### config.mk
export PLATFORM = sky130hd
export DESIGN_NAME = tea_counter_mode_keystream
export DESIGN_NICKNAME = d
export VERILOG_FILES = /design/src/hw/rtl/tcmk_pkg.sv /design/src/hw/rtl/tcmk_datapath.sv /design/src/hw/rtl/tea_counter_mode_keystream.sv
export SDC_FILE = /design/constraint.sdc
export NUM_CORES = 1
export LEC_CHECK = 0
export ABC_AREA = 1
export BUFFER_PORTS_ARGS = -buffer_cell sky130_fd_sc_hd__buf_2
export CORE_MARGIN = 2
export CORE_UTILIZATION = 36
export CTS_CLUSTER_SIZE = 12
export DETAILED_ROUTE_END_ITERATION = 7
export PLACE_DENSITY = 0.61
export SETUP_SLACK_MARGIN = 0.02
export SLEW_MARGIN = 20
export SYNTH_ARGS = -nofsm -noshare
export SYNTH_HDL_FRONTEND = slang
export SYNTH_SLANG_ARGS = --single-unit
### constraint.sdc
create_clock -name clk_i -period 13.6 [get_ports clk_i]
set_clock_uncertainty 0.05 [all_clocks]
set_input_delay 0.68 -clock clk_i [delete_from_list [all_inputs] [get_ports clk_i]]
set_output_delay 0.68 -clock clk_i [all_outputs]
set_load 0.03 [all_outputs]
### src/hw/rtl/tcmk_pkg.sv
// Shared types, constants and microcode table for the TEA counter-mode keystream unit.
package tcmk_pkg;

  localparam logic [31:0] TeaDelta = 32'h9E37_79B9;

  typedef enum logic [2:0] {
    CFG_KEY0  = 3'd0,
    CFG_KEY1  = 3'd1,
    CFG_KEY2  = 3'd2,
    CFG_KEY3  = 3'd3,
    CFG_NONCE = 3'd4
  } cfg_idx_e;

  typedef enum logic [1:0] {
    STEP_IDLE,
    STEP_V0,
    STEP_V1,
    STEP_EMIT
  } step_e;

  typedef enum logic [1:0] {
    COND_ALWAYS,
    COND_IN_VALID,
    COND_LAST_RND,
    COND_OUT_FREE
  } cond_e;

  // Datapath control, one set per microcode step.
  typedef struct packed {
    logic load;    // take the counter block, sum <= delta
    logic upd;     // apply a half round
    logic sel_v1;  // half round on v1 (and advance sum), else on v0
  } dp_ctrl_t;

  typedef struct packed {
    dp_ctrl_t dp;
    logic     emit;  // write the result beat into the output register
    cond_e    cond;  // jump condition
    step_e    go;    // next step when cond holds
    step_e    stay;  // next step otherwise
  } uword_t;

  function automatic uword_t ucode(input step_e step);
    uword_t w;
    w = '{dp: '{load: 1'b0, upd: 1'b0, sel_v1: 1'b0}, emit: 1'b0,
          cond: COND_ALWAYS, go: STEP_IDLE, stay: STEP_IDLE};
    unique case (step)
      STEP_IDLE: begin
        w.dp.load = 1'b1;
        w.cond    = COND_IN_VALID;
        w.go      = STEP_V0;
        w.stay    = STEP_IDLE;
      end
      STEP_V0: begin
        w.dp.upd = 1'b1;
        w.cond   = COND_ALWAYS;
        w.go     = STEP_V1;
        w.stay   = STEP_V1;
      end
      STEP_V1: begin
        w.dp.upd    = 1'b1;
        w.dp.sel_v1 = 1'b1;
        w.cond      = COND_LAST_RND;
        w.go        = STEP_EMIT;
        w.stay      = STEP_V0;
      end
      STEP_EMIT: begin
        w.emit = 1'b1;
        w.cond = COND_OUT_FREE;
        w.go   = STEP_IDLE;
        w.stay = STEP_EMIT;
      end
      default: begin
        w.cond = COND_ALWAYS;
        w.go   = STEP_IDLE;
      end
    endcase
    return w;
  endfunction

endpackage

### src/hw/rtl/tcmk_datapath.sv
// TEA round datapath: v0/v1/sum registers and one shared half-round unit.
module tcmk_datapath (
  input  logic                clk_i,
  input  logic                rst_ni,
  input  tcmk_pkg::dp_ctrl_t  ctrl_i,
  input  logic [63:0]         ctr_block_i,
  input  logic [31:0]         key_word_0_i,
  input  logic [31:0]         key_word_1_i,
  input  logic [31:0]         key_word_2_i,
  input  logic [31:0]         key_word_3_i,
  output logic [63:0]         keystream_o
);

  logic [31:0] v0_q, v0_d;
  logic [31:0] v1_q, v1_d;
  logic [31:0] sum_q, sum_d;
  logic [31:0] x, ka, kb, acc, f_val;

  // Shared F: ((x << 4) + ka) ^ (x + sum) ^ ((x >> 5) + kb)
  always_comb begin
    x     = ctrl_i.sel_v1 ? v0_q : v1_q;
    ka    = ctrl_i.sel_v1 ? key_word_2_i : key_word_0_i;
    kb    = ctrl_i.sel_v1 ? key_word_3_i : key_word_1_i;
    acc   = ctrl_i.sel_v1 ? v1_q : v0_q;
    f_val = ((x << 4) + ka) ^ (x + sum_q) ^ ((x >> 5) + kb);
  end

  always_comb begin
    v0_d  = v0_q;
    v1_d  = v1_q;
    sum_d = sum_q;
    if (ctrl_i.load) begin
      v0_d  = ctr_block_i[31:0];
      v1_d  = ctr_block_i[63:32];
      sum_d = tcmk_pkg::TeaDelta;  // sum already stepped for round one
    end else if (ctrl_i.upd) begin
      if (ctrl_i.sel_v1) begin
        v1_d  = acc + f_val;
        sum_d = sum_q + tcmk_pkg::TeaDelta;
      end else begin
        v0_d = acc + f_val;
      end
    end
  end

  // sum cleared at reset; v0/v1 are always loaded before a half round uses them
  always_ff @(posedge clk_i or negedge rst_ni) begin
    if (!rst_ni) begin
      sum_q <= '0;
    end else begin
      sum_q <= sum_d;
    end
  end

  always_ff @(posedge clk_i) begin
    v0_q <= v0_d;
    v1_q <= v1_d;
  end

  assign keystream_o = {v1_q, v0_q};

endmodule

### src/hw/rtl/tea_counter_mode_keystream.sv
// TEA counter-mode keystream unit: sequencer, configuration, block counter and output register.
// The accepted block is loaded, ROUNDS pairs of v0 and v1 half rounds follow, and the emit step
//   writes the result beat to the output register once that register is free. The pace is set
//   by the single shared half-round unit, one v0 or v1 update per cycle.
// One block is in flight; the next input is taken while a finished beat waits at the output.
// Reset (async, active low): keys, nonce and block counter to zero, sequencer to idle,
//   output register empty.
module tea_counter_mode_keystream #(
  parameter int ROUNDS = 1024
) (
  input  logic        clk_i,
  input  logic        rst_ni,
  // configuration
  input  logic        cfg_we_i,
  input  logic [2:0]  cfg_index_i,
  input  logic [63:0] cfg_data_i,
  // input channel
  input  logic        in_valid_i,
  output logic        in_stall_o,
  input  logic [63:0] data_block_i,
  input  logic        last_block_i,
  // output channel
  output logic        out_valid_o,
  input  logic        out_stall_i,
  output logic [63:0] out_block_o,
  output logic        last_out_o
);

  localparam int RCW = (ROUNDS > 1) ? $clog2(ROUNDS) : 1;
  localparam logic [RCW-1:0] LastRnd = RCW'(ROUNDS - 1);

  // ---------------------------------------------------------------------------
  // Configuration registers
  // ---------------------------------------------------------------------------
  logic [31:0] key0_q, key1_q, key2_q, key3_q;
  logic [63:0] nonce_q;

  always_ff @(posedge clk_i or negedge rst_ni) begin
    if (!rst_ni) begin
      key0_q  <= '0;
      key1_q  <= '0;
      key2_q  <= '0;
      key3_q  <= '0;
      nonce_q <= '0;
    end else if (cfg_we_i) begin
      unique case (cfg_index_i)
        tcmk_pkg::CFG_KEY0:  key0_q  <= cfg_data_i[31:0];
        tcmk_pkg::CFG_KEY1:  key1_q  <= cfg_data_i[31:0];
        tcmk_pkg::CFG_KEY2:  key2_q  <= cfg_data_i[31:0];
        tcmk_pkg::CFG_KEY3:  key3_q  <= cfg_data_i[31:0];
        tcmk_pkg::CFG_NONCE: nonce_q <= cfg_data_i;
        default: ;  // unmapped index, write dropped
      endcase
    end
  end

  // ---------------------------------------------------------------------------
  // Microcode sequencer
  // ---------------------------------------------------------------------------
  tcmk_pkg::step_e  step_q, step_d;
  tcmk_pkg::uword_t uw;
  logic             cond_true;
  logic [RCW-1:0]   rnd_q, rnd_d;
  logic             out_free;
  logic             in_accept;

  assign uw        = tcmk_pkg::ucode(step_q);
  assign in_stall_o = (step_q != tcmk_pkg::STEP_IDLE);
  assign in_accept = in_valid_i && !in_stall_o;
  // output register can take a beat if empty or being drained this cycle
  assign out_free  = !out_valid_o || !out_stall_i;

  // next step
  always_comb begin
    unique case (uw.cond)
      tcmk_pkg::COND_ALWAYS:   cond_true = 1'b1;
      tcmk_pkg::COND_IN_VALID: cond_true = in_valid_i;
      tcmk_pkg::COND_LAST_RND: cond_true = (rnd_q == LastRnd);
      tcmk_pkg::COND_OUT_FREE: cond_true = out_free;
      default:                 cond_true = 1'b0;
    endcase
    step_d = cond_true ? uw.go : uw.stay;
  end

  // round counter, stepped on each v1 half round
  always_comb begin
    rnd_d = rnd_q;
    if (uw.dp.load) begin
      rnd_d = '0;
    end else if (uw.dp.upd && uw.dp.sel_v1) begin
      rnd_d = rnd_q + RCW'(1);
    end
  end

  always_ff @(posedge clk_i or negedge rst_ni) begin
    if (!rst_ni) begin
      step_q <= tcmk_pkg::STEP_IDLE;
      rnd_q  <= '0;
    end else begin
      step_q <= step_d;
      rnd_q  <= rnd_d;
    end
  end

  // ---------------------------------------------------------------------------
  // Block latch and counter block
  // ---------------------------------------------------------------------------
  logic [63:0] data_q;
  logic        last_q;
  logic [31:0] cnt_q, cnt_d;
  logic [63:0] ctr_block;
  logic [63:0] keystream;
  logic        emit_now;

  assign ctr_block = nonce_q ^ {32'd0, cnt_q};
  assign emit_now  = uw.emit && out_free;

  always_ff @(posedge clk_i) begin
    if (in_accept) begin
      data_q <= data_block_i;
      last_q <= last_block_i;
    end
  end

  // counter moves once the block's result is issued
  always_comb begin
    cnt_d = cnt_q;
    if (emit_now) begin
      cnt_d = last_q ? 32'd0 : cnt_q + 32'd1;
    end
  end

  always_ff @(posedge clk_i or negedge rst_ni) begin
    if (!rst_ni) begin
      cnt_q <= '0;
    end else begin
      cnt_q <= cnt_d;
    end
  end

  // ---------------------------------------------------------------------------
  // Round datapath
  // ---------------------------------------------------------------------------
  tcmk_pkg::dp_ctrl_t dp_ctrl;

  // load only on the accepting edge so the latched state holds while idle
  always_comb begin
    dp_ctrl      = uw.dp;
    dp_ctrl.load = uw.dp.load && in_accept;
  end

  tcmk_datapath u_datapath (
    .clk_i        (clk_i),
    .rst_ni       (rst_ni),
    .ctrl_i       (dp_ctrl),
    .ctr_block_i  (ctr_block),
    .key_word_0_i (key0_q),
    .key_word_1_i (key1_q),
    .key_word_2_i (key2_q),
    .key_word_3_i (key3_q),
    .keystream_o  (keystream)
  );

  // ---------------------------------------------------------------------------
  // Output register
  // ---------------------------------------------------------------------------
  logic        out_valid_q;
  logic [63:0] out_block_q;
  logic        last_out_q;

  always_ff @(posedge clk_i or negedge rst_ni) begin
    if (!rst_ni) begin
      out_valid_q <= 1'b0;
    end else if (emit_now) begin
      out_valid_q <= 1'b1;
    end else if (!out_stall_i) begin
      out_valid_q <= 1'b0;
    end
  end

  always_ff @(posedge clk_i) begin
    if (emit_now) begin
      out_block_q <= data_q ^ keystream;
      last_out_q  <= last_q;
    end
  end

  assign out_valid_o = out_valid_q;
  assign out_block_o = out_block_q;
  assign last_out_o  = last_out_q;

  // ---------------------------------------------------------------------------
  // Assertions
  // ---------------------------------------------------------------------------
`ifndef SYNTHESIS
  // a pending beat is never overwritten: emit step holds while output is stalled
  a_emit_holds: assert property (@(posedge clk_i) disable iff (!rst_ni)
    (step_q == tcmk_pkg::STEP_EMIT && out_valid_q && out_stall_i)
      |=> (step_q == tcmk_pkg::STEP_EMIT))
    else $error("emit step left while output beat stalled");

  // an accepted block starts at round zero with a v0 half round
  a_start_round: assert property (@(posedge clk_i) disable iff (!rst_ni)
    in_accept |=> (rnd_q == '0 && step_q == tcmk_pkg::STEP_V0))
    else $error("block did not start at round zero");

  // issuing a last block returns the counter to zero
  a_cnt_restart: assert property (@(posedge clk_i) disable iff (!rst_ni)
    (emit_now && last_q) |=> (cnt_q == 32'd0 && out_valid_q))
    else $error("block counter not restarted after last block");
`endif

endmodule

-- After elaboration in Yosys (flattened, before gate mapping)
Index checks and enable logic that the tools add are counted.
Widths: inputs -> output; s select.
- flip-flop bits (word level): 463
- output and inout port bits: 67
- word-level logic and storage cells: 88
- input port bits: 137
- $add $sub $neg: 7
- equality and inequality tests: 13
- bitwise operators: 4
- reductions and logical operators: 23
- muxes and demuxes: 25
- operators with widths (operator ; count):
    $mux 32 ; 14
    $add 32x32->32 ; 3
    $xor 32x32->32 ; 2
    $xor 64x32->64 ; 1
    $xor 64x64->64 ; 1
    $add 27x32->32 ; 1
    $add 32x1->32 const B ; 1
    $add 32x32->32 const B ; 1
    $pmux 6 s4 ; 1
    $mux 10 ; 2
    $reduce_and 2->1 ; 7
    $add 10x1->10 const B ; 1
    $eq 10x10->1 const B ; 1
    $eq 2x2->1 const B ; 4
    $reduce_bool 2->1 ; 4
    $eq 3x2->1 const B ; 2
    $mux 1 ; 6
    $eq 2x1->1 const B ; 2
    $logic_and 1x1->1 ; 4
    $logic_not 2->1 ; 2
    $pmux 1 s4 ; 1
    $eq 3x1->1 const B ; 1
    $eq 3x3->1 const B ; 1
    $logic_not 1->1 ; 3
    6 further kinds ; 6

-- Logic depth before layout (Yosys ltp)
Gate-level depths: netlist (run 1).
- depth after elaboration: 10
- depth in mapped cells: 37

-- Hierarchy
Synthesis (run 1) repeated with hierarchy kept, for this count alone.
- cell total of the unflattened synthesis: 3077
- area, all modules: 27203.6 sq um
- by module, submodules not included (module ; instances ; cells an instance ; seq. area each (sq um) ; area an instance (sq um)):
    tea_counter_mode_keystream ; 1 ; 1194 ; 9834.4 ; 14362.5
    tcmk_datapath ; 1 ; 1883 ; 2722.6 ; 12841.1

-- Least setup slack after synthesis (run 1)
Ideal clock, no wire load.
- kind: reg2reg
- start point: register step_q[0]
- end point: register u_datapath.v1_q[30], data pin
- buffers on the path: 4
- arrival: 5166 ps
- path slack: 8125 ps
- period minus slack after synthesis: 5475 ps
- cell stages (with the launch flop): 33
- setup time: 259 ps
- cell sequence: dfrtp_1 > inv_1 > ha_1 > buf_4 > inv_4 > buf_2 > clkbuf_1 > clkbuf_1 > o21ai_0 > ha_1 > fa_1 > nand3_1 > nand2_1 > a21boi_1 > o21ai_0 > a21oi_1 > xor2_1 > xor2_1 > inv_1 > nand2_1 > nand2_1 > ha_1 > nand2_1 > nor4_1 > nand3_1 > nand3_1 > nand2_1 > o211ai_1 > nand4_1 > nand2_1 > nand2_1 > nand3_1 > nand2_1
- word-level cells in the longest chain between the ends: 10
- elaborated cells between the ends (all ways): 21
- those cells by class: 4 x add/sub; 1 x eq/ne; 9 x mux; 2 x bitwise; 5 x reduce/logical
- RTL lines (item ; line ; RTL):
    start, declared ; tea_counter_mode_keystream.sv:60 ; tcmk_pkg::step_e step_q, step_d;
    start signal, assigned ; tea_counter_mode_keystream.sv:97 ; step_q <= tcmk_pkg::STEP_IDLE;
    start signal, assigned ; tea_counter_mode_keystream.sv:100 ; step_q <= step_d;
    $eq 2x2->1 ; tcmk_pkg.sv:47 ; unique case (step)
    $mux 1 ; tcmk_pkg.sv:47 ;
    $mux 32 (on tied branches) ; tcmk_datapath.sv:22, tcmk_datapath.sv:21 ;
    $add 32x32->32 ; tcmk_datapath.sv:25 ; f_val = ((x << 4) + ka) ^ (x + sum_q) ^ ((x >> 5) + kb);
    $xor 32x32->32 (2 in a row) ; tcmk_datapath.sv:25 ;
    $add 32x32->32 ; tcmk_datapath.sv:38 ; v1_d = acc + f_val;
    $mux 32 ; tcmk_datapath.sv:37 ; if (ctrl_i.sel_v1) begin
    $mux 32 ; tcmk_datapath.sv:36 ; end else if (ctrl_i.upd) begin
    $mux 32 (*) ; tcmk_datapath.sv:32 ; if (ctrl_i.load) begin
    named net u_datapath.v1_d[30] ; tcmk_datapath.sv:15 ; logic [31:0] v1_q, v1_d;
    end signal, assigned ; tcmk_datapath.sv:57 ; v1_q <= v1_d;
    end, declared ; tcmk_datapath.sv:15 ;
The timed path passes the listed nets; every way through them passes the cells marked *. The select of a mux whose other input is x is not followed.
A chain may end at the register's enable or synchronous reset.

-- Worst setup path in the final report (run 1)
- start point: register step_q[0]
- end point: register u_datapath.v0_q[30], data pin
- word-level cells in the longest chain between the ends: 10
- elaborated cells between the ends (all ways): 21
- those cells by class: 4 x add/sub; 1 x eq/ne; 9 x mux; 2 x bitwise; 5 x reduce/logical
- RTL lines (item ; line ; RTL):
    $eq 2x2->1 ; tcmk_pkg.sv:47 ;
    $mux 1 ; tcmk_pkg.sv:47 ;
    $mux 32 (on tied branches) ; tcmk_datapath.sv:22, tcmk_datapath.sv:21 ;
    $add 32x32->32 ; tcmk_datapath.sv:25 ;
    $xor 32x32->32 (2 in a row) ; tcmk_datapath.sv:25 ;
    $add 32x32->32 ; tcmk_datapath.sv:41 ; v0_d = acc + f_val;
    $mux 32 ; tcmk_datapath.sv:37 ;
    $mux 32 ; tcmk_datapath.sv:36 ;
    $mux 32 (*) ; tcmk_datapath.sv:32 ;
    named net u_datapath.v0_d[30] ; tcmk_datapath.sv:14 ; logic [31:0] v0_q, v0_d;
    end signal, assigned ; tcmk_datapath.sv:56 ; v0_q <= v0_d;
    end, declared ; tcmk_datapath.sv:14 ;
Marked as above.

==> reports/results.txt, run 1 <==
outcome: complete, no violations
net count reported at finish: 3640
RSZ-0062 raised after global routing: no
Clock Latency Late Sink: 0.61 ns
# H-tree levels: 2
DRT Pass-1 Iters: 6
relative slew slack: 27.2%
Post-Syn Nets: 3453
Iter 0 DRT Violations: 2161
post-DR vias/cell: 5.06
final WL: 85200 µm
Slowest cell on crit path: o21ai_0
Num CTS Buffers: 51
cell taking the most area after synthesis: dfrtp_1
GRT overflow: 0
layout cells sized above 1: 10.9%
Post-DP HPWL: 66100 µm
achievable frequency: 136 MHz
reg2reg setup slack: 6.25 ns
clock buffer depth: 3
asr flop ratio synth: 58.1%
Port Buffers: 203
Rows: 100
Initial Util: 36.3%
Die Height: 277 µm
clock slew seen by the registers of the worst setup and hold paths: 0.06 ns
I/O pin cnt: 204
Max stage delay on crit path: 0.64 ns
number of fill cells: 7484
area of the multi-input gates: 13000 µm²
Final Cycle Share: 54.1%
Die Footprint: 77000 µm²
first-pass GRT wire length: 130000 µm
total track usage: 22.0%
CTS tree: done
Synth Instances: 3184
synthesized area: 26900 µm²
core area: 74200 µm²
Setup Fix Bufs, Post-CTS: 0
worst setup path category: register to register
pin count of the biggest net entering global routing: 170
clock period minus worst slack: 7.35 ns
post-synth cell types: 53
Synth-to-Final Area Change: 14.1%
WP data required: 13.88 ns
reg2reg start: step_q[0]$_DFF_PN0_
min-delay worst type: input port to async pin
ranking of synthesized cells by area: dfrtp_1 (25%), edfxtp_1 (22%), nand2_1 (13%)
synthesis-stage register bit count: 463
Crit. End Element: register
CP Max Fanout: 63
Vias: 22.2k
Synth top area share: 25.0%
antenna violations before repair: 0
final hold vios: 0
Syn Area/Cell: 8.45 µm²
gpl congestion: 0.965
Worst Setup SP: step_q[0]$_DFF_PN0_
startpoint types: register
setup_tns: 0 ns
Post-DRT Antenna Nets: 0
Die X: 277 µm
commonest register cell after synthesis: dfrtp_1
# DRC: 0
Final setup viols: 0
Most common cell on crit path: nand2_1
EDFF count, synth: 194
Sequential cell area: 12600 µm²
CTS sink count: 463
Worst Reg2Reg Path Length in Cells: 29
# hold bufs at CTS: 0
Slew @ Worst Pin: 1.08 ns
max-slew violation count: 0
Avg WL per Cell: 19.5 µm
Critical Path AT: 7.63 ns
Seq/Total Area, Yosys: 46.7%
Root Driver: clkbuf_16
synth warn: 0
number of global-route vias before repair: 21.2k
RR Endpoint: u_datapath.v0_q[30]$_DFFE_PP_
Gates resized, CTS repair: 0
max cap viols: 0
how the worst max path moves through the flow:
stage	to	slack, ns	cells after the start
global placement	u_datapath.v0_q[30]$_DFFE_PP_	6.50	29
finish	u_datapath.v0_q[30]$_DFFE_PP_	6.25	29
global route	u_datapath.v0_q[30]$_DFFE_PP_	5.85	29
detailed placement	u_datapath.v0_q[30]$_DFFE_PP_	6.35	29
floorplan	u_datapath.v1_q[30]$_DFFE_PP_	8.12	32
CTS	u_datapath.v0_q[30]$_DFFE_PP_	6.33	29
worst max-delay path, delay by kind of cell, from the launching register on:
family          cells  cell delay [ns]
simple gates       16             2.36
buf+inv             4             1.54
xor+xnor            1             0.16
fa+ha+maj           3             0.93
compound gates      5             1.48
flops               1             0.41
cells in the mapped netlist (5+ instances only):
cell type and number:
ha_1 128, a31oi_1 7, xnor2_1 85, inv_1 268, or2_2 5, a21o_1 20
xor2_1 153, buf_1 7, nand2_2 5, nor4_1 20, clkbuf_1 78, mux2_2 32
dfrtp_1 269, nand3b_1 10, a21oi_1 190, nor3_1 42, nand3_1 100, nand4_1 27
o31ai_1 14, nand2_1 907, o21ai_0 371, a211oi_1 5, o21bai_1 14, o211ai_1 7
nor2_1 168, edfxtp_1 194
layer usage:
layer  share of wire (%)  track usage (%)  up-vias
met4                 3.9             8.32        0
li1                    -                -    11000
met3                 5.8             3.44      120
met5                   0                0        -
met1                  45             30.3    10400
met2                  45             34.9      586
registers in the layout, summed over array words and instances, names as in the netlist:
name and flops:
data_q 64, out_block_o 64, u_datapath.v0_q 32, cnt_q 32
step_q 2, key1_q 32, key2_q 32, u_datapath.v1_q 32
u_datapath.sum_q 32, key0_q 32, nonce_q 64, rnd_q 10
out_valid_o 1, key3_q 32, last_out_o 1, last_q 1
cells by family (layout without fill, tap and decap cells):
kind of cell	Yosys count	in the layout	share of synthesized area, %
AO/OA/AOI/OAI	650	650	12.9
XOR/XNOR	238	238	7.75
flip-flops	463	463	46.7
buffers and inverters	362	589	5.10
AND/OR/NAND/NOR	1306	1306	20.0
multiplexers	33	33	1.38
adder cells (fa/ha/maj)	132	132	6.25
other	0	1	0
final cells by class:
class                   instances  share of cell area (%)
multi-input cells            2359                    42.5
flip-flops and latches        463                    40.9
clock buffers                  80                    4.98
well taps                     969                    3.95
repair buffers                224                    3.93
inverters                     272                    3.34
clock inverters                13                   0.460
diodes                          1                 0.00815
stage by stage:
stage          util [%]  hold WS, ns  cells  worst slack [ns]  instance area (µm²)
6_report           41.4       0.0596   4381              6.25                30700
5_1_grt            41.4        0.132   4380              5.85                30700
4_1_cts            41.4       0.0974   4379              6.33                30700
3_5_place_dp       39.1        0.419   4286              6.35                29000
3_3_place_gp       39.1        0.411   4286              6.50                29000
2_1_floorplan         -        0.334   3184              8.12                26900
placed cells by master (no fill, tap or decap), types with 10 or more instances in the layout:
master / count
nand2_1: 903
o21ai_0: 370
dfrtp_1: 269
inv_1: 267
buf_2: 202
edfxtp_1: 194
a21oi_1: 190
nor2_1: 167
xor2_1: 153
ha_1: 127
nand3_1: 97
xnor2_1: 85
clkbuf_16: 54
nor3_1: 42
mux2_2: 32
nand4_1: 27
nor4_1: 20
a21o_1: 20
buf_4: 19
clkbuf_1: 18
o21bai_1: 14
o31ai_1: 14
nand3b_1: 10
Power of run 1 is not shown: default switching activity piles up to over one toggle a cycle in this logic, so the estimate is an artifact.
==> run 2, diff against run 1 <==
Settings changed: ABC_AREA 1 to 0, PLACE_DENSITY 0.61 to 0.63.
Clock period 13.6 ns to 6.7 ns, I/O delays scaled along.
==> reports/results.txt, run 2 <==
Cells after DPL: 3332 (-22%)
Die Footprint: 73800 µm² (-4.1%)
EDFF count, synth: 194 (unchanged)
Avg WL per Cell: 19.9 µm (+2.2%)
Final Cycle Share: 96.2% (+42 points)
non-filler instance count after layout: 3545 (-19%)
WP data required: 6.96 ns (-6.92 ns)
min-delay worst type: input port to register
gpl congestion: 0.897 (-7.1%)
total track usage: 18.7% (-3.3 points)
Crit. End Element: register
Final setup viols: 0 (unchanged)
core area: 71200 µm² (-4.0%)
synthesized area: 25800 µm² (-4.2%)
clock buffer depth: 3 (unchanged)
GRT overflow: 0 (unchanged)
Worst Setup SP: step_q[0]$_DFF_PN0_
Syn Area/Cell: 11.7 µm² (+38%)
Port Buffers: 203 (unchanged)
final hold vios: 0 (unchanged)
# DRC: 0 (unchanged)
synth warn: 0 (unchanged)
first-pass GRT wire length: 108000 µm (-17%)
Root Driver: clkbuf_16
Vias: 18.4k (-17%)
Die Height: 272 µm (-2.1%)
Synth Instances: 2204 (-31%)
number of global-route vias before repair: 18.7k (-12%)
Max stage delay on crit path: 0.45 ns (-0.19 ns)
# H-tree levels: 2 (unchanged)
startpoint types: register
Post-DP HPWL: 51600 µm (-22%)
Initial Util: 36.2% (-0.072 points)
net count reported at finish: 2823 (-22%)
I/O pin cnt: 204 (unchanged)
Synth-to-Final Area Change: 20.4%
worst path cell trace: inv_2 -> ha_4 -> mux2_2 -> ha_1 -> fa_1 -> and3_1 -> a211oi_2 -> o221ai_2 -> a221oi_2 -> buf_4 -> o2111ai_1 -> a31oi_1 -> o21bai_1 -> a21oi_1 -> xnor3_1 -> xor2_1 -> ha_1 -> a21o_1 -> a21oi_1 -> o22ai_1 -> or3_1 -> xor2_2 -> o21ai_0 -> o211ai_1
most numerous cell in the Yosys netlist: mux2_2
Hold Path Origin: cfg_data_i[10]
relative slew slack: 25.8% (-1.4 points)
CTS tree: done
RSZ-0062 raised after global routing: no
CP Max Fanout: 8 (-87%)
Slowest cell on crit path: fa_1
cell taking the most area after synthesis: dfrtp_1
layout cells sized above 1: 25.4% (+14 points)
Iter 0 DRT Violations: 1367 (-37%)
max cap viols: 0 (unchanged)
Die X: 272 µm (-2.1%)
post-synth cell types: 71 (+34%)
DRT Pass-1 Iters: 6 (unchanged)
Num CTS Buffers: 50 (-2.0%)
outcome: complete, no violations
most frequent cells in the layout: mux2_2 (309), dfrtp_1 (269), buf_2 (202)
pin count of the biggest net entering global routing: 194 (+14%)
number of fill cells: 6510 (-13%)
Seq/Total Area, Yosys: 48.7% (+2.0 points)
most common cell after layout, fill and taps aside: mux2_2
final WL: 70500 µm (-17%)
Post-Syn Nets: 2473 (-28%)
commonest register cell after synthesis: dfrtp_1
CTS sink count: 463 (unchanged)
achievable frequency: 155 MHz (+14%)
Rows: 98 (-2.0%)
Slew @ Worst Pin: 1.11 ns (+0.0293 ns)
reg2reg start: step_q[0]$_DFF_PN0_
worst setup path category: register to register
Critical Path AT: 6.71 ns (-0.92 ns)
post-DR vias/cell: 5.18 (+2.4%)
Clock Latency Late Sink: 0.60 ns (about the same)
setup_tns: 0 ns (unchanged)
antenna violations before repair: 7 (+7)
clock slew seen by the registers of the worst setup and hold paths: 0.06 ns (about the same)
asr flop ratio synth: 58.1% (unchanged)
Post-DRT Antenna Nets: 0 (unchanged)
synthesis-stage register bit count: 463 (unchanged)
Synth top area share: 26.1% (+1.1 points)
clock period minus worst slack: 6.45 ns (-0.905 ns)
top post-synthesis cells by count: mux2_2 (309), dfrtp_1 (269), edfxtp_1 (194)
ranking of synthesized cells by area: dfrtp_1 (26%), edfxtp_1 (23%), mux2_2 (13%)
max-slew violation count: 0 (unchanged)
run 2: cell types whose count changed in the layout (fill, tap and decap cells not counted), sizes merged, moves of 22 or more:
cell         before  now
a21o             20   58
a21oi           191  126
and3              3   29
buf             224  246
dlygate4sd3       0  116
inv             272   40
mux2             32  309
nand2           913  169
nand3           103   38
nor2            172  110
nor3             47   16
o21ai           376   96
xnor2            85  190
run 2: per-stage QoR:
| step | hold WS, ns | setup WS (ns) | cell area, µm² | utilization [%] |
|---|---|---|---|---|
| final | 0.0246 | 0.252 | 31000 | 43.6 |
| after global routing | 0.00455 | 0.0262 | 31000 | 43.6 |
| after CTS | 0.000265 | 0.242 | 30900 | 43.4 |
| after detailed placement | 0.316 | 0.269 | 28200 | 39.6 |
| after global placement | 0.303 | 0.266 | 28200 | 39.6 |
| after floorplan | -0.0106 | 0.0553 | 25800 | - |
run 2: what timing repair did:
action	4_1_cts	5_1_grt
hold buffers	116	0
resized for setup	0	11
setup buffers	0	2
endpoints found under the hold margin	251	0
setup endpoints to repair	0	5
run 2: cell families after synthesis:
family / after synthesis / synth area share (%)
simple gates: 468 / 8.57
flops: 463 / 48.7
compound gates: 387 / 9.49
xor+xnor: 329 / 11.2
mux: 322 / 14.0
fa+ha+maj: 132 / 6.52
buf+inv: 103 / 1.50
run 2: per-layer routing:
metal | track usage, % | vias up | share of wire, %
li1 | - | 8658 | -
met2 | 29.7 | 415 | 45
met5 | 0 | - | 0.065
met1 | 26.9 | 9186 | 48
met4 | 4.55 | 6 | 1.8
met3 | 2.46 | 90 | 4.7
run 2: cell type report:
cell class / instances / area (µm²) / area share [%]
diodes: 2 / 5.00 / 0.0161
clock buffers: 77 / 1440 / 4.63
clock inverters: 14 / 135 / 0.435
inverters: 38 / 145 / 0.468
multi-input cells: 1638 / 12900 / 41.7
flip-flops and latches: 463 / 12600 / 40.4
well taps: 950 / 1190 / 3.83
repair buffers: 363 / 2630 / 8.48
run 2: worst max-delay path, delay by kind of cell, from the launching register on:
kind	cells	cell delay (ns)
and+or+nand+nor	2	0.59
AOI/OAI and AO/OA	12	2.20
adders and majority gates	4	1.30
buffers and inverters	2	0.31
xor gates and xnor gates	3	0.89
DFF	1	0.43
muxes	1	0.39
run 2: final timing paths:
path | depth (start not counted) | to | slack, ns
setup reg to reg | 24 | u_datapath.v0_q[31]$_DFFE_PP_ | 0.25
min in group asynchronous | 2 | nonce_q[3]$_DFFE_PN0P_ | 0.26
hold reg to reg | 1 | key3_q[21]$_DFFE_PN0P_ | 0.45
setup / recovery | 24 | u_datapath.v0_q[31]$_DFFE_PP_ | 0.25
max in group asynchronous | 4 | nonce_q[26]$_DFFE_PN0P_ | 4.89
hold / removal | 2 | key3_q[10]$_DFFE_PN0P_ | 0.02
Power of run 2 is left out for the same reason.
